## config.mk

```make
export PLATFORM = sky130hd
export DESIGN_NAME = sest_match
export DESIGN_NICKNAME = d
export VERILOG_FILES = /design/src/hw/rtl/sest_pkg.sv /design/src/hw/rtl/sest_match.sv
export SDC_FILE = /design/constraint.sdc
export NUM_CORES = 1
export LEC_CHECK = 0
export BUFFER_PORTS_ARGS = -buffer_cell sky130_fd_sc_hd__buf_2
export CAP_MARGIN = 0
export CORE_MARGIN = 5
export CORE_UTILIZATION = 25
export DETAILED_ROUTE_END_ITERATION = 8
export GPL_TIMING_DRIVEN = 0
export PLACE_DENSITY = 0.95
export RECOVER_POWER = 50
export SLEW_MARGIN = 10
export SYNTH_ARGS = -nofsm -noshare
export SYNTH_HDL_FRONTEND = slang
export SYNTH_SLANG_ARGS = --single-unit
```

## constraint.sdc

```tcl
create_clock -name vclk -period 1.3
set_input_delay 0.195 -clock vclk [all_inputs]
set_output_delay 0.195 -clock vclk [all_outputs]
set_load 0.02 [all_outputs]
```

## src/hw/rtl/sest_pkg.sv

```systemverilog
// Shared types and codes for the signature superset edge scan block.
package sest_pkg;

   // Width of the edge index field carried on result words.
   localparam int unsigned IDX_W = 10;

   // Request type codes.
   localparam logic REQ_LOAD  = 1'b0;
   localparam logic REQ_QUERY = 1'b1;

   // Result kind codes.
   typedef enum logic [1:0] {
      KIND_STORED = 2'd0,
      KIND_FULL   = 2'd1,
      KIND_MATCH  = 2'd2,
      KIND_DONE   = 2'd3
   } sest_kind_type;

   typedef logic [IDX_W-1:0] sest_idx_type;

   // One request word.
   typedef struct packed {
      logic        req_type;
      logic [31:0] gene_first;
      logic [31:0] gene_second;
      logic [63:0] signature;
      logic [5:0]  expected_count;
   } sest_req_type;

   // One result word.
   typedef struct packed {
      logic [1:0]   kind;
      sest_idx_type edge_index;
      logic [31:0]  gene_first_res;
      logic [31:0]  gene_second_res;
      logic [5:0]   match_count;
      logic         count_ok;
      logic         last;
   } sest_rsp_type;

   // Enables from the sequencer to the edge table.
   typedef struct packed {
      logic wr_en;
      logic rd_en;
   } sest_mem_ctl_type;

endpackage

```

## src/hw/rtl/sest_match.sv

```systemverilog
// Superset test unit: an edge matches when its signature holds every pattern bit.
module sest_match
   import sest_pkg::*;
#(
   parameter int unsigned SIG_BITS = 64
) (
   input  logic [SIG_BITS-1:0] entry_sig,
   input  logic [SIG_BITS-1:0] pattern,
   output logic                hit
);

   // A pattern bit missing from the entry clears the match.
   assign hit = ((entry_sig & pattern) == pattern);

endmodule

```

Yosys cells after proc, flatten, opt, wreduce, memory -nomap -nowiden. Cells that the tools add are included.

Bitwise gates (word level): 1. Equality and inequality tests: 1.

Operator list (number): 64-bit bitwise AND (1); 64-bit equality test (1).

Input port bits: 128. Register bits: 0. Logic and storage cells: 2.

Longest topological paths before layout. Gate-level depths: netlist of the first run.

Depth in word-level cells: 2. Mapped depth: 4.

Worst setup path after synthesis of the first run. Ideal clock, no wire load.

Path kind: in2out. Start: input pattern[16]. End: output hit. Stages on the path: 4. Data arrival time: 1290 ps. Setup slack: -185 ps. Path buffers: 0. Cell sequence: nor2b_1 a2111oi_2 nand4_1 nor4_2.

Word-level cells in the longest chain between the ends: 2.

RTL lines: start: declaration (line sest_match.sv:8) `input logic [SIG_BITS-1:0] pattern,`; 64-bit bitwise AND (line sest_match.sv:13) `assign hit = ((entry_sig & pattern) == pattern);`; 64-bit equality test (*) (line sest_match.sv:13); end: declaration (line sest_match.sv:9) `output logic hit`.

Every way passes the cells marked *; elsewhere a longest branch is shown, timed or not.

Worst setup path in the final report of the first run.
Start: input pattern[0]. End: output hit.

Same word-level chain as after synthesis.

==> flow_summary_export.csv, run 1 <==
group,metric,value,unit
die,core,2410,um2
yosys,syn_inst,85,
setup_path,crit_start,"pattern[0]",
drt,drc,0,
clock_tree,hold_buffers,0,
yosys,synth_most_common_cell,"nor2b_1",
min_path,hold_class,"input pin to output pin",
sta,hold_ws,0.855,ns
setup_path,path_delay_family,"simple AND/OR/NAND/NOR gates",
finish,nClkBuffers,0,
status,failed_checks,"setup timing",
yosys,syn_avg_cell_area,7.18,um2
sta,setup_violations,1,
sta,timing.final.crit_share,1.23,
sta,fin_ws,-0.305,ns
setup_path,worst-path-max-fanout,1,
die,pin_count,129,
finish,register_area,0,um2
die,dieWidth,59.4,um
setup_path,worstPathArrival,1.41,ns
run,maxCapViolations,0,
power_and_ir_drop,powerDensity,271,nW/um2
sta,rsz0062_at_grt,"yes",
finish,fin_cells,244,
yosys,synthTopCellsByArea,"nor2b_1 (46%), a2111oi_2 (20%), a2111oi_0 (11%)",
placement,place_ws,-0.401,ns
power_and_ir_drop,leakage,0.853,nW
clock_tree,post-cts-setup-buffer-count,0,
die,num_rows,18,
sta,slew_headroom,0.812,
status,status,"finished, violations left",
min_path,hold_path_startpoint,"pattern[14]",
drt,vias_per_cell,4.47,
finish,area_delta_synth_final,158,%
global_route,grt_max_degree,2,
die,initial_utilization,0.253,
placement,gp_congestion,0.668,
yosys,yosysTopAreaCellShare,0.461,
drt,antenna_left,0,
placement,dpl.cell_count,244,
finish,antenna_cells,0,
finish,seq_cells,0,
global_route,antenna_found_initial,0,
sta,slew_violations,0,
die,die_h,59.4,um
finish,layout-drive-gt1-share,0.752,
global_route,overflow,0,
finish,finalNetCount,344,
setup_path,crit_path_start_kind,"input pin",
global_route,grt_pass1_vias,1124,
die,dieArea,3530,um2
setup_path,worstPathRequired,1.11,ns
placement,post_dp_cell_area,1300,um2
yosys,yosys.area.top_type,"nor2b_1",
setup_path,crit_path_end_kind,"output pin",
yosys,synth.cell_area,611,um2
drt,initialDrtViolationCount,20,
sta,post-route-min-period,1.61,ns
drt,dr.pass1.iters,4,
yosys,syn_nets,213,
yosys,ys_types,7,
placement,place_hpwl,2600,um
sta,fmax,0.623,GHz
yosys,yosysWarnings,0,
setup_path,slowest_stage,"a2111oi_4",
placement,port_buffers,129,
power_and_ir_drop,peakVddDrop,190,uV
setup_path,crit_type,"input pin to output pin",
drt,num_vias,1090,
global_route,grt.total_usage,0.161,
sta,final.setup.tns,-0.305,ns
finish,final_cell_area,1580,um2
setup_path,crit_buf_inv,2,
global_route,grt_pass1_wl,4490,um
sta,worst_pin_slew,0.281,ns
setup_path,max_stage_delay,0.34,ns
yosys,synth-seq-area-share,0,
drt,post_drt_wl_per_cell,13.4,um
sta,hold_viol,0,
setup_path,worstPathCellList,"buf_6 > nor2b_4 > a2111oi_4 > nand4_1 > nor4_4 > buf_4",
drt,routed_wirelength,3270,um
yosys,yosys-top-cells-count,"nor2b_1 (45), inv_1 (16), a2111oi_0 (8), a2111oi_2 (8), nand4_1 (4)",
[area by class of cell]
type | instances | area [um2]
fill | 199 | 833
tap | 30 | 37.5
multi-input combinational | 69 | 787
inverter | 16 | 60.1
timing repair buffer | 129 | 692
[worst min-delay path, cell delays in order]
cell       delay, ns
buf_2           0.08
a2111oi_2       0.05
nand4_1         0.13
nor4_4          0.04
buf_4           0.15
[where the power goes]
part	switching [W]	internal (W)
sequential	0	0
clock	0	0
combinational	0.000154	0.000273
total	0.000154	0.000273
[through the flow]
stage           util  total power (W)
3_5_place_dp   0.540         0.000310
6_report       0.654         0.000427
2_1_floorplan      -         0.000113
3_3_place_gp   0.540         0.000301
4_1_cts        0.624         0.000396
5_1_grt        0.654         0.000463
[logic make-up (layout without fill, tap and decap cells)]
group                  count (synthesis)  after routing  synth area share
AND/OR/NAND/NOR                       53             53             0.590
AO/OA/AOI/OAI                         16             16             0.311
buffers and inverters                 16            145            0.0984
[timing repair]
item,CTS,global route
endpoints found under the hold margin,0,0
gates resized for setup,40,15
pin swaps,14,10
cloned,0,0
setup endpoints to repair,1,1
[routing by layer]
layer | GRT usage | vias up | routed length (um)
met3 | 0.0414 | 0 | 535
met2 | 0.320 | 80 | 1690
li1 | - | 555 | -
met4 | 0.00971 | 0 | 0
met1 | 0.174 | 455 | 1040
met5 | 0 | - | 0
[placed cells by master, fill, tap and decap left out]
master	synthesis	layout
buf_6	0	7
a2111oi_4	0	7
buf_2	0	121
buf_4	0	1
nor2b_1	45	33
a2111oi_2	8	9
nand4_1	4	4
nor2b_4	3	15
inv_1	16	16
nor4_4	0	1
[worst paths after layout]
check                 endpoint  slack (ns)  cells past startpoint
worst max-delay path       hit       -0.31                      6
worst min-delay path       hit        0.86                      5
(Power assumes the default switching activity.)
==> inputs of run 2 (changes only) <==
--- a/config.mk
+++ b/config.mk
@@ -11,7 +11,7 @@
 export CORE_UTILIZATION = 25
 export DETAILED_ROUTE_END_ITERATION = 8
 export GPL_TIMING_DRIVEN = 0
-export PLACE_DENSITY = 0.95
+export PLACE_DENSITY_LB_ADDON = 0.3
 export RECOVER_POWER = 50
 export SLEW_MARGIN = 10
 export SYNTH_ARGS = -nofsm -noshare
==> run 2 against run 1 <==
Net effect: the run still ends with setup timing left; hold slack worse by 0.015 ns; die area did not move; via count down 1.1%; global-route usage decreased by 2.8 points; largest cell class unchanged.
==> flow_summary_export.csv, run 2 (same netlist as run 1, synthesis figures left out) <==
group,metric,value,unit
setup_path,worstPathRequired,1.11,ns
die,core,2410,um2
setup_path,cp_num_cells,6,
drt,drc,0,
die,initial_utilization,0.253,
setup_path,slowest_stage,"a2111oi_4",
setup_path,worstPathCellList,"buf_6 > nor2b_4 > a2111oi_4 > nand4_1 > nor4_4 > buf_4",
setup_path,crit_buf_inv,2,
global_route,grt_pass1_vias,1000,
power_and_ir_drop,swShare,0.359,
sta,post-route-min-period,1.59,ns
setup_path,crit_path_start_kind,"input pin",
placement,port_buffers,129,
sta,rsz0062_at_grt,"yes",
finish,register_area,0,um2
finish,final_cell_area,1520,um2
power_and_ir_drop,p_seq_frac,0,
drt,initialDrtViolationCount,8,
power_and_ir_drop,leakage,0.819,nW
drt,routed_wirelength,2930,um
drt,vias_per_cell,4.42,
global_route,grt_max_degree,2,
setup_path,max_stage_delay,0.32,ns
setup_path,worst-path-max-fanout,1,
finish,antenna_cells,0,
power_and_ir_drop,peakVddDrop,192,uV
setup_path,crit_end,"hit",
global_route,grt_pass1_wl,3830,um
sta,slew_violations,0,
sta,final.setup.tns,-0.292,ns
power_and_ir_drop,power,0.000401,W
run,maxCapViolations,0,
finish,layout-drive-gt1-share,0.724,
finish,seq_cells,0,
die,dieWidth,59.4,um
setup_path,path_delay_family,"simple AND/OR/NAND/NOR gates",
power_and_ir_drop,powerDensity,263,nW/um2
drt,dr.pass1.iters,2,
placement,post_dp_cell_area,1300,um2
die,die_h,59.4,um
setup_path,crit_path_end_kind,"output pin",
sta,timing.final.crit_share,1.22,
die,dieArea,3530,um2
global_route,overflow,0,
finish,nClkBuffers,0,
sta,fin_ws,-0.292,ns
placement,place_hpwl,2530,um
die,num_rows,18,
sta,hold_viol,0,
finish,finalNetCount,344,
finish,utilization,0.632,
status,failed_checks,"setup timing",
finish,final_cell_mix,"buf_2 (126), nor2b_1 (37), inv_1 (16)",
drt,antenna_left,0,
sta,fmax,0.628,GHz
die,pin_count,129,
setup_path,worstPathArrival,1.40,ns
global_route,grt.total_usage,0.133,
power_and_ir_drop,power_frac_comb,1.000,
setup_path,crit_start,"pattern[26]",
power_and_ir_drop,pwr-share-clk,0,
drt,post_drt_wl_per_cell,12.0,um
placement,gp_congestion,0.693,
sta,setup_violations,1,
power_and_ir_drop,switching_power,0.000144,W
global_route,antenna_found_initial,0,
min_path,hold_class,"input pin to output pin",
sta,worst_pin_slew,0.340,ns
setup_path,crit_type,"input pin to output pin",
drt,num_vias,1078,
sta,slew_headroom,0.767,
status,status,"finished, violations left",
power_and_ir_drop,power.internal,0.000257,W
finish,final_common_cell,"buf_2",
finish,area_delta_synth_final,150,%
run 2: cell types whose count changed in the layout (fill, tap and decap cells not counted):
cell | before | now
a2111oi_1 | 0 | 1
buf_6 | 7 | 2
buf_2 | 121 | 126
nor2b_1 | 33 | 37
a2111oi_4 | 7 | 9
nor2b_4 | 15 | 10
a2111oi_0 | 0 | 1
a2111oi_2 | 9 | 5
nor2b_2 | 0 | 1
run 2: power groups by stage:
| stage | Clock, W | Sequential [W] | Combinational (W) |
|---|---|---|---|
| 2_1_floorplan | 0 | 0 | 0.000113 |
| 3_3_place_gp | 0 | 0 | 0.000302 |
| 3_5_place_dp | 0 | 0 | 0.000308 |
| 4_1_cts | 0 | 0 | 0.000324 |
| 5_1_grt | 0 | 0 | 0.000440 |
| 6_report | 0 | 0 | 0.000401 |
run 2: worst min-delay path: stages:
cell,delay (ns)
buf_2,0.08
a2111oi_2,0.05
nand4_1,0.12
nor4_4,0.04
buf_4,0.15
run 2: area by class of cell:
type | count | area (um2)
tap | 30 | 37.5
timing repair buffer | 129 | 661
inverter | 16 | 60.1
fill | 237 | 886
multi-input combinational | 69 | 766
run 2: through the flow:
step | hold WS, ns | std cells | setup WS [ns]
after global placement | 0.856 | 244 | -0.397
after floorplan | 0.609 | 85 | -0.124
after global routing | 0.886 | 244 | -0.412
after CTS | 0.857 | 244 | -0.333
after detailed placement | 0.858 | 244 | -0.403
final | 0.840 | 244 | -0.292
run 2: how the worst min path moves through the flow:
stage,from,endpoint,slack (ns),cells past startpoint
6_report,pattern[52],hit,0.84,5
5_1_grt,pattern[52],hit,0.89,5
4_1_cts,pattern[42],hit,0.86,5
3_5_place_dp,pattern[42],hit,0.86,5
3_3_place_gp,pattern[42],hit,0.86,5
2_1_floorplan,pattern[36],hit,0.61,3
run 2: per-layer routing:
metal,up-vias,GRT usage,part of all wire
met3,0,0.0501,0.19
li1,555,-,-
met4,0,0.00647,0
met2,76,0.254,0.50
met5,-,0,0
met1,447,0.144,0.30
run 2: timing repair:
action,in CTS,in global routing
hold buffers,0,0
cloned,0,0
endpoints found under the setup margin,1,1
gates resized for setup,7,33
pin swaps,2,14
buffers inserted,0,0
hold endpoints to repair,0,0
