<file path="config.mk">
export PLATFORM = sky130hd
export DESIGN_NAME = sest_seq
export DESIGN_NICKNAME = d
export VERILOG_FILES = /design/src/hw/rtl/sest_pkg.sv /design/src/hw/rtl/sest_seq.sv
export SDC_FILE = /design/constraint.sdc
export NUM_CORES = 1
export LEC_CHECK = 0
export ABC_CLOCK_PERIOD_IN_PS = 10150
export BUFFER_PORTS_ARGS = -buffer_cell sky130_fd_sc_hd__clkbuf_2
export CORE_AREA = 5 5 195 197
export CTS_CLUSTER_DIAMETER = 40
export DETAILED_ROUTE_END_ITERATION = 16
export DIE_AREA = 0 0 200 202
export GPL_ROUTABILITY_DRIVEN = 0
export PLACE_DENSITY_LB_ADDON = 0.08
export SLEW_MARGIN = 10
export SYNTH_ARGS = -nofsm -noshare
export SYNTH_HDL_FRONTEND = slang
export SYNTH_SLANG_ARGS = --single-unit
</file>
<file path="constraint.sdc">
create_clock -name clock -period 10.15 [get_ports clock]
set_clock_uncertainty 0.1 [all_clocks]
set_input_delay 0.5075 -clock clock [delete_from_list [all_inputs] [get_ports clock]]
set_output_delay 0.5075 -clock clock [all_outputs]
set_load 0.02 [all_outputs]
</file>
<file path="src/hw/rtl/sest_pkg.sv">
// Shared types and codes for the signature superset edge scan block.
package sest_pkg;

   // Width of the edge index field carried on result words.
   localparam int unsigned IDX_W = 10;

   // Request type codes.
   localparam logic REQ_LOAD  = 1'b0;
   localparam logic REQ_QUERY = 1'b1;

   // Result kind codes.
   typedef enum logic [1:0] {
      KIND_STORED = 2'd0,
      KIND_FULL   = 2'd1,
      KIND_MATCH  = 2'd2,
      KIND_DONE   = 2'd3
   } sest_kind_type;

   typedef logic [IDX_W-1:0] sest_idx_type;

   // One request word.
   typedef struct packed {
      logic        req_type;
      logic [31:0] gene_first;
      logic [31:0] gene_second;
      logic [63:0] signature;
      logic [5:0]  expected_count;
   } sest_req_type;

   // One result word.
   typedef struct packed {
      logic [1:0]   kind;
      sest_idx_type edge_index;
      logic [31:0]  gene_first_res;
      logic [31:0]  gene_second_res;
      logic [5:0]   match_count;
      logic         count_ok;
      logic         last;
   } sest_rsp_type;

   // Enables from the sequencer to the edge table.
   typedef struct packed {
      logic wr_en;
      logic rd_en;
   } sest_mem_ctl_type;

endpackage

</file>
<file path="src/hw/rtl/sest_seq.sv">
// Sequencer: takes load and query words, steps the table scan, and holds the result register.
module sest_seq
   import sest_pkg::*;
#(
   parameter int unsigned TABLE_DEPTH  = 1024,
   parameter int unsigned SIG_BITS     = 64,
   parameter int unsigned MAX_EXPECTED = 63,
   localparam int unsigned AW          = $clog2(TABLE_DEPTH),
   localparam int unsigned CW          = $clog2(TABLE_DEPTH + 1)
) (
   input  logic                clock,
   input  logic                reset,
   input  logic                req_valid,
   output logic                req_ready,
   input  sest_req_type        req,
   output logic                res_valid,
   input  logic                res_ready,
   output sest_rsp_type        res,
   output sest_mem_ctl_type    mem_ctl,
   output logic [AW-1:0]       wr_addr,
   output logic [SIG_BITS-1:0] wr_sig,
   output logic [63:0]         wr_genes,
   output logic [AW-1:0]       rd_addr,
   input  logic [63:0]         rd_genes,
   output logic [SIG_BITS-1:0] pattern,
   input  logic                hit
);

   typedef enum logic [1:0] {
      S_IDLE,
      S_SCAN,
      S_DONE
   } state_type;

   state_type           state_ff;
   logic [CW-1:0]       count_ff;
   logic [CW-1:0]       idx_ff;
   logic [CW-1:0]       tidx_ff;
   logic                tv_ff;
   logic [5:0]          found_ff;
   logic [SIG_BITS-1:0] pat_ff;
   logic [5:0]          exp_ff;
   logic                res_valid_ff;
   sest_rsp_type        res_ff;

   logic       stall;
   logic       full;
   logic       accept;
   logic       hit_now;
   logic [5:0] found_in;
   logic       stop;
   logic       res_load;

   // Assemble one result word; fields that mean nothing for a kind stay zero.
   function automatic sest_rsp_type make_rsp(sest_kind_type kind, sest_idx_type idx,
                                             logic [63:0] genes, logic [5:0] cnt,
                                             logic ok, logic last);
      sest_rsp_type r;
      r.kind            = kind;
      r.edge_index      = idx;
      r.gene_first_res  = genes[31:0];
      r.gene_second_res = genes[63:32];
      r.match_count     = cnt;
      r.count_ok        = ok;
      r.last            = last;
      return r;
   endfunction

   // Handshake and scan decisions.
   assign stall     = res_valid_ff && !res_ready;
   assign req_ready = (state_ff == S_IDLE) && !stall;
   assign accept    = req_valid && req_ready;
   assign full      = (count_ff == CW'(TABLE_DEPTH));
   assign hit_now   = tv_ff && hit;
   assign found_in  = found_ff + {5'd0, hit_now};
   // The scan ends once the expected or maximum count is met, or the table runs out.
   assign stop      = (found_in == exp_ff) || (found_in >= 6'(MAX_EXPECTED))
                      || (idx_ff >= count_ff);

   // A new result word enters the result register in these cycles.
   assign res_load = (accept && (req.req_type == REQ_LOAD))
                     || ((state_ff == S_SCAN) && !stall && hit_now)
                     || ((state_ff == S_DONE) && !stall);

   // Table access.
   assign mem_ctl.wr_en = accept && (req.req_type == REQ_LOAD) && !full;
   assign mem_ctl.rd_en = (state_ff == S_SCAN) && !stall && !stop;
   assign wr_addr       = count_ff[AW-1:0];
   assign wr_sig        = req.signature[SIG_BITS-1:0];
   assign wr_genes      = {req.gene_second, req.gene_first};
   assign rd_addr       = idx_ff[AW-1:0];
   assign pattern       = pat_ff;

   assign res_valid = res_valid_ff;
   assign res       = res_ff;

   // State machine, scan counters and result register.
   always_ff @(posedge clock) begin
      if (reset) begin
         state_ff     <= S_IDLE;
         count_ff     <= '0;
         idx_ff       <= '0;
         tv_ff        <= 1'b0;
         found_ff     <= '0;
         res_valid_ff <= 1'b0;
      end else begin
         // The result stays valid while held, and refills when a new word is loaded.
         res_valid_ff <= res_load || stall;
         unique case (state_ff)
            S_IDLE: begin
               if (accept) begin
                  if (req.req_type == REQ_LOAD) begin
                     if (full) begin
                        res_ff <= make_rsp(KIND_FULL, '0, '0, '0, 1'b0, 1'b1);
                     end else begin
                        res_ff   <= make_rsp(KIND_STORED, sest_idx_type'(count_ff),
                                             '0, '0, 1'b0, 1'b1);
                        count_ff <= count_ff + CW'(1);
                     end
                  end else begin
                     pat_ff   <= req.signature[SIG_BITS-1:0];
                     exp_ff   <= req.expected_count;
                     idx_ff   <= '0;
                     found_ff <= '0;
                     tv_ff    <= 1'b0;
                     state_ff <= S_SCAN;
                  end
               end
            end
            S_SCAN: begin
               if (!stall) begin
                  if (hit_now) begin
                     res_ff   <= make_rsp(KIND_MATCH, sest_idx_type'(tidx_ff),
                                          rd_genes, '0, 1'b0, 1'b0);
                     found_ff <= found_in;
                  end
                  if (stop) begin
                     tv_ff    <= 1'b0;
                     state_ff <= S_DONE;
                  end else begin
                     tidx_ff <= idx_ff;
                     tv_ff   <= 1'b1;
                     idx_ff  <= idx_ff + CW'(1);
                  end
               end
            end
            S_DONE: begin
               if (!stall) begin
                  res_ff   <= make_rsp(KIND_DONE, '0, '0, found_ff,
                                       found_ff == exp_ff, 1'b1);
                  state_ff <= S_IDLE;
               end
            end
            default: begin
               state_ff <= S_IDLE;
            end
         endcase
      end
   end

   // The match count never passes the configured ceiling.
   assert property (@(posedge clock) disable iff (reset)
      found_ff <= 6'(MAX_EXPECTED))
      else $error("match count above ceiling");

   // The edge count never passes the table depth.
   assert property (@(posedge clock) disable iff (reset)
      count_ff <= CW'(TABLE_DEPTH))
      else $error("edge count above table depth");

   // An entry under test always lies below the stored edge count.
   assert property (@(posedge clock) disable iff (reset)
      tv_ff |-> (tidx_ff < count_ff))
      else $error("scan tested an entry past the stored edges");

   // A matching-edge word is never the final word of its query.
   assert property (@(posedge clock) disable iff (reset)
      (res_valid_ff && (res_ff.kind == KIND_MATCH)) |-> !res_ff.last)
      else $error("matching edge word marked last");

   // No table write happens while a scan is running.
   assert property (@(posedge clock) disable iff (reset)
      (state_ff != S_IDLE) |-> !mem_ctl.wr_en)
      else $error("table written during a scan");

endmodule
</file>
Word level (Yosys, flattened, before mapping)
Index checks and enable logic that the tools add are counted.

storage, ports and cells
  register bits = 196
  output and inout port bits = 300
  word-level logic and storage cells = 97

operators by class
  add/sub/neg operators = 3
  magnitude comparators = 2
  eq/ne operators = 13
  multiplexer cells = 28
  bitwise gates (word level) = 5
  reduce and logical (&&, ||, !) cells = 30

operators by type and width
  operator                                                          count
  84-bit two-way mux                                                5
  84-bit one-hot mux with 3 select lines                            1
  83-bit two-way mux                                                1
  11-bit two-way mux                                                4
  6-bit two-way mux                                                 4
  11-bit by 1-bit adder with 11-bit output (second input constant)  2
  11-bit one-hot mux with 2 select lines                            1
  2-bit != test (second input constant)                             8
  4-bit AND reduction                                               4
  5-bit AND reduction                                               3
  6-bit equality test                                               2
  6-bit one-hot mux with 2 select lines                             1
  11-bit equality test (second input constant)                      1
  11-bit greater-or-equal comparator                                1
  1-bit logical AND                                                 10
  2-bit two-way mux                                                 5
  7-bit AND reduction                                               1
  6-bit by 1-bit adder with 6-bit output                            1
  6-bit greater-or-equal comparator (second input constant)         1
  2-bit one-hot mux with 3 select lines                             1
  1-bit logical OR                                                  5
  1-bit inverter                                                    5
  1-bit zero test                                                   4
  1-bit two-way mux                                                 4
  6 further kinds                                                   6

Logic depth before layout (Yosys ltp)
Gate-level depths: netlist (run 1).

  word-level depth = 9
  mapped depth = 12

Worst setup path after synthesis (run 1)
No wires, ideal clock.

  kind = reg2reg
  start point = register state_ff[1]
  end point = register res_ff (netlist bit res[0]), enable pin
  setup time = 0.527 ns
  data arrival time = 4.607 ns
  data required time = 9.523 ns
  path slack = 4.916 ns
  stages on the path, launching flop included = 9
  clock period less this slack = 5.234 ns
  path through = dfxtp_1 inv_1 ha_1 clkbuf_1 nor2_1 nor2_1 nor2_1 a21oi_1 nor2_1

on the way
  word-level cells in the longest chain between the ends = 5
  elaborated cells between the ends (all ways) = 12
  those cells by class = 7 x eq/ne; 5 x reduce/logical

ends and longest elaborated chain
  item                             line                             source
  start, declared                  sest_seq.sv:35                   state_type state_ff;
  start signal, assigned           sest_seq.sv:100                  state_ff <= S_IDLE;
  start signal, assigned           sest_seq.sv:126                  state_ff <= S_SCAN;
  start signal, assigned           sest_seq.sv:139                  state_ff <= S_DONE;
  2-bit zero test                  sest_seq.sv:71, sest_seq.sv:109
  1-bit logical AND                sest_seq.sv:71                   assign req_ready = (state_ff == S_IDLE) && !stall;
  1-bit logical AND                sest_seq.sv:72                   assign accept = req_valid && req_ready;
  2-bit != test (no line)          n/a
  7-bit AND reduction (no line) *  n/a
  end signal, assigned             sest_seq.sv:114                  res_ff <= make_rsp(KIND_FULL, '0, '0, '0, 1'b0, 1'b1);
  end signal, assigned             sest_seq.sv:116                  res_ff <= make_rsp(KIND_STORED, sest_idx_type'(count_ff),
  end signal, assigned             sest_seq.sv:133                  res_ff <= make_rsp(KIND_MATCH, sest_idx_type'(tidx_ff),
  end, declared                    sest_seq.sv:44                   sest_rsp_type res_ff;

Mark *: on every way between the ends. The rest lies on a longest branch, timed or not.
A chain may end at the register's enable or synchronous reset.

==> run metrics, run 1 <==
Finish-stage setup viols 0; layout net count 1,162; status finished, final reports clean; CTS Buf Count 17; H-tree depth 4; flops & latches, synth 196; Hold Crit Class primary input to flip-flop; Distinct cells, synth 47; Synth area leaders edfxtp_1 55%, buf_4 12%, dfxtp_1 7.2%; switch share 33.85%; Synth top area share 55.37%; Worst slew margin 36.05%; layout cells sized above 1 43.79%; Hold WS 0.1355 ns; first-pass detailed-route iteration total 4; CP endpoint kind primary output; r2r endpoint tidx_ff[1]; CP required 9.54 ns; Most common cell on crit path ha_1; internal power 1.606 mW; Post-Synthesis Net Count 933; area of the multi-input gates 2061 µm²; r2r setup slk 6.85 ns; io pins 504; WL/cell 21.16 µm; asr flop ratio synth 0%; CTS Hold Bufs 0; Setup crit start kind flip-flop; initial DRC count 244; CTS tree built; TNS Setup 0 ns; placed cell area 10,200 µm²; Placed Cells 1,386; Die W 200 µm; Overall Power 2.429 mW; Max Fclk 266.0 MHz; final worst path period share 37.04%; FP Rows 70; Final Max Slew Viols 0; FF-to-FF path depth 10; initial antenna violation count 3; DIE AREA 40,400 µm²; post-route non-filler standard cell count 1,418; Tot GR Track Use 14.49%; first-pass GRT wire length 42,410 µm; predominant post-synthesis flop cell edfxtp_1; Synth Instances 708; Worst Path Arrival 3.15 ns; Leak 4.478 nW; max cap viols 0; # diodes 0; CP delay by family, top compound AO/OA/AOI/OAI gates; RSZ-0062 raised after global routing false; Via-to-Cell Ratio 4.185; DRC violations left 0; Layout area overhead 21.48%; Clock power frac 29.7%; Fillers 3,742; Max clock buf depth 2; Comb pwr share 25.6%; Crit Path Category flip-flop to primary output; final worst setup slack 6.391 ns; IO buf count 375; Syn. warnings 0; minimum clock period 3.759 ns; crit-path max FO 15; CP max stage cell a2111oi_4; buffer and inverter count on the worst path 3; largest net degree at the start of global routing 84; Mapped Area 8895 µm²; GRT overflow 0; vias in the first global route 6,102; sequential area share after synthesis 62.57%; Vias 5,934; HP Start req[0]; Net Sw Power 0.8221 mW; core box area 36,080 µm²; Initial Util 24.65%; utilization after layout 29.94%; VDD IR max 0.1122 mV; worst-margin pin slew 0.9592 ns; final wirelength 30,010 µm; clk slew on worst S/H paths 0.08 ns; Critical Path Max Stage Delay 0.34 ns; Flop pwr share 44.6%; root buffer cell clkbuf_16; post-CTS setup buffers 0; Hold Path Sink exp_ff[0]; Synth area leader edfxtp_1; EDFF count, synth 164; Final ANT Viol Nets 0; reg2reg start tv_ff; crit-path cells nand2_1, inv_1, ha_1, ha_1, nand2b_1, a21o_1, a31o_1, a2111oi_4, buf_4, and3_1, clkbuf_2; dpl ws 6.553 ns; Die Span Y 202 µm; HPWL Detailed 23,500 µm; Worst-Skew Late Latency 0.44 ns; hold-critical path depth 1; Resized Gates After CTS 0; register area 5565 µm²; Syn Area/Cell 12.56 µm²; clock tree sinks 196; Final Hold Viols 0; design area 10,810 µm²; pwr/cell area 224.8 nW/µm²
-- power by group through the flow --
| stage | sequential [mW] | combinational (mW) | clock [mW] |
|---|---|---|---|
| after floorplan | 1.26 | 0.277 | 0 |
| after global placement | 1.10 | 0.644 | 0 |
| after detailed placement | 1.10 | 0.641 | 0 |
| after CTS | 1.09 | 0.643 | 0.751 |
| after global routing | 1.10 | 0.679 | 0.779 |
| final | 1.08 | 0.623 | 0.722 |
-- logic make-up after synthesis --
kind of cell,count (synthesis),synth area share (%)
buf+inv,192,14.53
simple gates,210,12.62
fa+ha+maj,21,2.954
mux,2,0.2251
xor+xnor,21,2.152
compound gates,66,4.952
flops,196,62.57
-- metal layers --
layer	routed length [µm]	part of all wire (%)	track usage (%)
met5	13	0.043	2.346
met4	573	1.9	4.537
met3	3482	12	7.468
met2	13060	44	21.03
met1	12880	43	18.53
-- worst max-delay path by stage --
stage	start	to	slack (ns)	cells past startpoint
2_1_floorplan	state_ff[1]	res[0]	4.92	8
3_3_place_gp	hit	mem_ctl[0]	6.56	12
3_5_place_dp	hit	mem_ctl[0]	6.55	12
4_1_cts	tv_ff	mem_ctl[0]	6.35	11
5_1_grt	tv_ff	mem_ctl[0]	6.15	11
6_report	tv_ff	mem_ctl[0]	6.39	11
-- cell usage in the layout, fill, tap and decap left out, drive strengths merged, types with 4 or more instances in the layout --
master / n
nand2: 40
nor3: 9
inv: 29
xor2: 6
edfxtp: 164
and2: 73
nand4: 15
o21ai: 21
clkbuf: 393
nand2b: 5
clkinv: 4
nor2: 32
nor4: 5
nand3: 12
or3: 4
buf: 4
a21oi: 15
and3: 9
dfxtp: 32
ha: 21
xnor2: 15
-- sequential cells by signal (all words and copies together), names as in the netlist --
signal and count:
idx_ff 11, res 84, res_valid 1, tidx_ff 10
count_ff 11, found_ff 6, exp_ff 6, state_ff 2
tv_ff 1, pattern 64
-- Yosys cell counts, types with 2 or more instances --
master / n
a211oi_1: 3
a21o_1: 3
a21oi_1: 15
a22o_1: 2
a22oi_1: 3
a31oi_1: 3
a41oi_1: 2
and2_1: 73
and3_1: 9
and4b_1: 2
buf_4: 148
buf_6: 2
clkbuf_1: 18
dfxtp_1: 32
edfxtp_1: 164
ha_1: 21
inv_1: 23
mux2i_1: 2
nand2_1: 39
nand2b_1: 5
nand3_1: 12
nand4_1: 15
nor2_1: 32
nor3_1: 9
nor4_1: 5
o211ai_1: 3
o21ai_0: 20
o31ai_1: 2
or3_1: 4
or4_1: 2
xnor2_1: 14
xor2_1: 6
-- cell type report --
type                    instances  share of cell area, %
inverters                      23                 0.7990
repair buffers                379                  17.65
well taps                     468                  5.419
clock inverters                14                  1.586
clock buffers                  18                  3.972
flip-flops and latches        196                  51.51
multi-input cells             320                  19.07
Power figures use the tool's default switching activity.
==> run 2, diff against run 1 <==
--- a/config.mk
+++ b/config.mk
@@ -5,7 +5,7 @@
 export SDC_FILE = /design/constraint.sdc
 export NUM_CORES = 1
 export LEC_CHECK = 0
-export ABC_CLOCK_PERIOD_IN_PS = 10150
+export ABC_CLOCK_PERIOD_IN_PS = 3400
 export BUFFER_PORTS_ARGS = -buffer_cell sky130_fd_sc_hd__clkbuf_2
 export CORE_AREA = 5 5 195 197
 export CTS_CLUSTER_DIAMETER = 40
==> constraint.sdc (replaced) <==
create_clock -name clock -period 3.4 [get_ports clock]
set_clock_uncertainty 0.1 [all_clocks]
set_input_delay 0.17 -clock clock [delete_from_list [all_inputs] [get_ports clock]]
set_output_delay 0.17 -clock clock [all_outputs]
set_load 0.02 [all_outputs]
==> run 2 against run 1 <==
Clock power rose to 2.8 times the previous value. Register-to-register slack worse by 6.6 ns. Clock-buffer cell count up 6. Largest power group unchanged.
==> run metrics, run 2 (synthesis gave the netlist of run 1 again) <==
initial antenna violation count 1 (-2); CTS tree built; minimum clock period 3.198 ns; final wirelength 28,710 µm (-4.3%); vias in the first global route 6,881 (+13%); Worst-Skew Late Latency 0.45 ns (about the same); switch share 33.53% (-0.32 points); Critical Path Max Stage Delay 0.43 ns (+0.09 ns); layout net count 1,310 (+13%); reg2reg start tv_ff; Initial Util 24.65% (unchanged); DIE AREA 40,400 µm² (unchanged); pwr/cell area 593.2 nW/µm² (+160%); layout cells sized above 1 39.25% (-4.5 points); # diodes 0 (unchanged); Fillers 3,660 (-2.2%); H-tree depth 4 (unchanged); Leak 5.096 nW (+14%); buffer and inverter count on the worst path 3 (unchanged); Worst slew margin 32.84% (-3.2 points); Hold WS 0.1038 ns (-0.03171 ns); Via-to-Cell Ratio 4.103 (-1.9%); Flop pwr share 44.4% (-0.2 points); first-pass GRT wire length 41,800 µm (-1.4%); Comb pwr share 27.8% (+2.2 points); max cap viols 0 (unchanged); Tot GR Track Use 13.72% (-0.77 points); Placed Cells 1,398 (+0.87%); number of flip-flops in the largest register 84 (unchanged); IO buf count 375 (unchanged); clock tree sinks 196 (unchanged); root buffer cell clkbuf_16; worst-margin pin slew 1.005 ns (+0.04581 ns); io pins 504 (unchanged); Layout area overhead 37.85%; largest net degree at the start of global routing 66 (-21%); Net Sw Power 2.439 mW (+200%); CP startpoint tv_ff; area of the multi-input gates 2068 µm² (+0.36%); VDD IR max 0.4099 mV (+270%); crit-path cells nand2_2, inv_1, ha_1, ha_2, nand2b_1, a21o_1, a31o_1, a2111oi_4, buf_6, and3_1, clkbuf_2; Finish-stage setup viols 0 (unchanged); crit-path max FO 10 (-5); Final Hold Viols 0 (unchanged); register area 5565 µm² (unchanged); commonest cells after routing, fill and taps aside 375 x clkbuf_2, 164 x edfxtp_1, 134 x dlygate4sd3_1; Clock power frac 27.8% (-1.9 points); final worst path period share 94.05%; post-route non-filler standard cell count 1,566 (+10%); Max Fclk 312.7 MHz; CP required 3.13 ns (-6.41 ns); initial DRC count 242 (-0.82%); Max clock buf depth 2 (unchanged); Hold Crit Class primary input to flip-flop; Final Max Slew Viols 0 (unchanged); internal power 4.834 mW (+200%); WL/cell 18.33 µm (-13%); CP endpoint kind primary output; Final ANT Viol Nets 0 (unchanged); CP Capture Point mem_ctl[0]; RSZ-0062 raised after global routing false; FF-to-FF path depth 13 (+3); Die Span Y 202 µm (unchanged); cell count along the critical path 11 (unchanged); CP max stage cell a2111oi_4; status finished, final reports clean; most common cell after layout, fill and taps aside clkbuf_2; TNS Setup 0 ns (unchanged); CP delay by family, top compound AO/OA/AOI/OAI gates; DRC violations left 0 (unchanged); Worst Path Arrival 2.93 ns (-0.22 ns); core box area 36,080 µm² (unchanged); Crit Path Category flip-flop to primary output; CTS Buf Count 17 (unchanged); Setup crit start kind flip-flop; r2r setup slk 0.28 ns (-6.57 ns); HPWL Detailed 21,650 µm (-7.9%); GRT overflow 0 (unchanged); first-pass detailed-route iteration total 4 (unchanged); Vias 6,426 (+8.3%); r2r endpoint idx_ff[5]; Die W 200 µm (unchanged); FP Rows 70 (unchanged); clk slew on worst S/H paths 0.08 ns (about the same)
==> run 2: cell count changes in the layout (fill, tap and decap cells not counted), moves of 2 or more <==
cell,change
buf_12,+2
buf_4,+11
bufinv_16,-3
clkbuf_1,+2
clkbuf_16,+2
clkbuf_8,+2
dlygate4sd3_1,+134
ha_2,+2
==> run 2: power by group through the flow <==
stage	sequential [mW]	combinational [mW]	clock [mW]
after CTS	3.24	2.08	2.12
final	3.23	2.02	2.02
after global routing	3.27	2.20	2.21
after floorplan	3.72	0.836	0
after detailed placement	3.29	1.94	0
after global placement	3.28	1.96	0
==> run 2: worst min path at each step <==
stage / from / to / slack [ns] / depth (start not counted)
6_report: req_valid / state_ff[1] / 0.10 / 4
5_1_grt: req_valid / state_ff[1] / 0.12 / 4
4_1_cts: req_valid / state_ff[1] / 0.09 / 4
3_5_place_dp: req[121] / wr_genes[19] / 0.24 / 0
3_3_place_gp: req[121] / wr_genes[19] / 0.24 / 0
2_1_floorplan: req[0] / exp_ff[0] / 0.17 / 0
==> run 2: worst min-delay path: cells and delay by family <==
kind                   cells  cell delay (ns)
AOI/OAI and AO/OA          1             0.14
buffers and inverters      1             0.15
and+or+nand+nor            2             0.15
==> run 2: per-stage QoR <==
| stage | instance area [µm²] | power (mW) | utilization [%] | worst slack [ns] |
|---|---|---|---|---|
| after floorplan | 8902 | 4.560 | - | 0.1219 |
| after global placement | 10310 | 5.240 | 28.57 | 0.3212 |
| after detailed placement | 10310 | 5.232 | 28.57 | 0.2801 |
| after CTS | 12250 | 7.437 | 33.94 | 0.06035 |
| after global routing | 12260 | 7.667 | 33.98 | 0.02105 |
| final | 12260 | 7.273 | 33.98 | 0.2024 |
==> run 2: layout make-up <==
cell class | count | share of cell area [%]
Multi-Input combinational cell | 320 | 16.87
Inverter | 23 | 0.7041
Timing Repair Buffer | 527 | 27.58
Clock buffer | 24 | 4.194
Tap cell | 468 | 4.775
Clock inverter | 8 | 0.4898
Sequential cell | 196 | 45.39
==> run 2: repair_timing <==
action / CTS / global route
setup buffers: 1 / 1
hold endpoints to repair: 134 / 0
hold buffers: 134 / 0
cloned: 0 / 0
setup endpoints to repair: 1 / 1
pin swaps: 1 / 1
gates resized for setup: 1 / 3
==> run 2: metal layers <==
metal,global-route usage [%],up-vias,routed length (µm)
li1,-,3085,-
met1,16.29,2984,11790
met2,22.63,314,13700
met3,5.651,41,2733
met4,4.003,2,474
met5,1.111,-,7
==> run 3, diff against run 2 <==
--- a/config.mk
+++ b/config.mk
@@ -5,7 +5,7 @@
 export SDC_FILE = /design/constraint.sdc
 export NUM_CORES = 1
 export LEC_CHECK = 0
-export ABC_CLOCK_PERIOD_IN_PS = 3400
+export ABC_CLOCK_PERIOD_IN_PS = 2800
 export BUFFER_PORTS_ARGS = -buffer_cell sky130_fd_sc_hd__clkbuf_2
 export CORE_AREA = 5 5 195 197
 export CTS_CLUSTER_DIAMETER = 40
@@ -13,6 +13,7 @@
 export DIE_AREA = 0 0 200 202
 export GPL_ROUTABILITY_DRIVEN = 0
 export PLACE_DENSITY_LB_ADDON = 0.08
+export SKIP_CTS_REPAIR_TIMING = 1
 export SLEW_MARGIN = 10
 export SYNTH_ARGS = -nofsm -noshare
 export SYNTH_HDL_FRONTEND = slang
==> constraint.sdc (replaced) <==
create_clock -name clock -period 2.8 [get_ports clock]
set_clock_uncertainty 0.1 [all_clocks]
set_input_delay 0.14 -clock clock [delete_from_list [all_inputs] [get_ports clock]]
set_output_delay 0.14 -clock clock [all_outputs]
set_load 0.02 [all_outputs]
==> run 3 against run 2 <==
The run now ends with negative setup slack left. Register-to-register slack lost 0.23 ns. Sequential power grew 21%. Via count grew 3.1%. Critical path type unchanged. Critical endpoint unchanged. Largest cell class unchanged. Largest power group unchanged.
==> run metrics, run 3 (synthesis gave the netlist of run 1 again) <==
utilization after layout 35.32% (+1.3 points); HPWL Detailed 23,250 µm (+7.4%); pwr/cell area 724.5 nW/µm² (+22%); Overall Power 9.234 mW (+27%); CP required 2.56 ns (-0.57 ns); Hold Crit Class primary input to flip-flop; first-pass detailed-route iteration total 4 (unchanged); FP Rows 70 (unchanged); Fillers 3,652 (-0.22%); # diodes 0 (unchanged); dpl ws -0.01052 ns (-0.2906 ns); GRT overflow 0 (unchanged); VDD IR max 0.4927 mV (+20%); DRC violations left 0 (unchanged); Final ANT Viol Nets 0 (unchanged); Max clock buf depth 2 (unchanged); Flop pwr share 42.4% (-2.0 points); CTS tree built; post-route non-filler standard cell count 1,602 (+2.3%); Vias 6,626 (+3.1%); most common cell after layout, fill and taps aside clkbuf_2; layout net count 1,346 (+2.7%); Die Span Y 202 µm (unchanged); io pins 504 (unchanged); final worst setup slack -0.2875 ns (-0.4899 ns); Layout area overhead 43.28%; Leak 5.336 nW (+4.7%); CTS Buf Count 17 (unchanged); RSZ-0062 raised after global routing true; Finish-stage setup viols 1 (+1); minimum clock period 3.088 ns; internal power 6.138 mW (+27%); Via-to-Cell Ratio 4.136 (+0.80%); Net Sw Power 3.096 mW (+27%); Die W 200 µm (unchanged); initial antenna violation count 0 (-1); IO buf count 375 (unchanged); clock tree sinks 196 (unchanged); Initial Util 24.65% (unchanged); Worst slew margin 59.27% (+26 points); Clock power frac 29.3% (+1.5 points); Tot GR Track Use 14.14% (+0.42 points); status complete, but fails checks; max cap viols 0 (unchanged); Setup crit start kind flip-flop; Final Max Slew Viols 0 (unchanged); failing checks negative setup slack; Comb pwr share 28.3% (+0.5 points); H-tree depth 4 (unchanged); final worst path period share 110.3%; first-pass GRT wire length 41,970 µm (+0.41%); Worst-Skew Late Latency 0.45 ns (about the same); core box area 36,080 µm² (unchanged); clk slew on worst S/H paths 0.07 ns (about the same); Final Hold Viols 0 (unchanged); final wirelength 30,700 µm (+6.9%); Crit Path Category flip-flop to primary output; TNS Setup -0.2875 ns (-0.2875 ns); crit-path max FO 6 (-4); root buffer cell clkbuf_16; layout cells sized above 1 43.39% (+4.1 points); Max Fclk 323.9 MHz; commonest cells after routing, fill and taps aside 374 x clkbuf_2, 164 x edfxtp_1, 135 x dlygate4sd3_1; Placed Cells 1,430 (+2.3%); worst-margin pin slew 0.6073 ns (-0.3977 ns); CP endpoint kind primary output; largest net degree at the start of global routing 71 (+7.6%); Worst Path Arrival 2.85 ns (-0.08 ns); number of flip-flops in the largest register 84 (unchanged); WL/cell 19.16 µm (+4.5%); vias in the first global route 6,387 (-7.2%); switch share 33.53% (about the same); DIE AREA 40,400 µm² (unchanged); initial DRC count 287 (+19%)
[run 3: final cells by class]
type	count	area, µm²	share of cell area (%)
flip-flops and latches	196	5569	43.70
repair buffers	563	3690	28.95
multi-input cells	320	2177	17.08
well taps	468	585.6	4.595
clock buffers	19	452.9	3.554
clock inverters	13	183.9	1.443
inverters	23	86.33	0.6774
[run 3: through the flow]
step / hold slack [ns] / instance area [µm²]
6_report: 0.06275 / 12740
4_1_cts: -0.2706 / 11240
5_1_grt: 0.1135 / 12740
2_1_floorplan: 0.1389 / 8942
3_5_place_dp: 0.1801 / 10600
3_3_place_gp: 0.1801 / 10600
[run 3: per-layer routing]
layer / global-route usage [%] / share of wire, %
met1: 18.10 / 43
met2: 20.66 / 44
met3: 7.251 / 11
met4: 4.246 / 2.1
met5: 1.975 / 0
[run 3: critical path, cell delays in order, from the launching register on]
cell       delay [ns]
dfxtp_2          0.33
nand2_2          0.06
inv_2            0.07
ha_4             0.13
buf_6            0.09
nand4_1          0.14
or3_4            0.43
a2111oi_4        0.31
buf_4            0.18
a2111oi_4        0.07
buf_4            0.18
buf_6            0.12
and3_4           0.17
buf_6            0.12
[run 3: path summary, 6_finish.rpt]
path              startpoint          end  slack, ns  depth (start not counted)
hold / removal      req[134]  state_ff[1]       0.06                          4
setup / recovery       tv_ff   mem_ctl[0]      -0.29                         13
hold reg to reg   idx_ff[10]   idx_ff[10]       0.41                          2
setup reg to reg       tv_ff    idx_ff[7]       0.05                         13
[run 3: power groups by stage]
stage | clock network, mW | logic [mW] | registers [mW]
2_1_floorplan | 0 | 1.04 | 4.53
3_3_place_gp | 0 | 2.52 | 3.97
3_5_place_dp | 0 | 2.50 | 3.99
4_1_cts | 2.83 | 2.51 | 3.92
5_1_grt | 2.95 | 2.85 | 3.96
6_report | 2.71 | 2.61 | 3.92
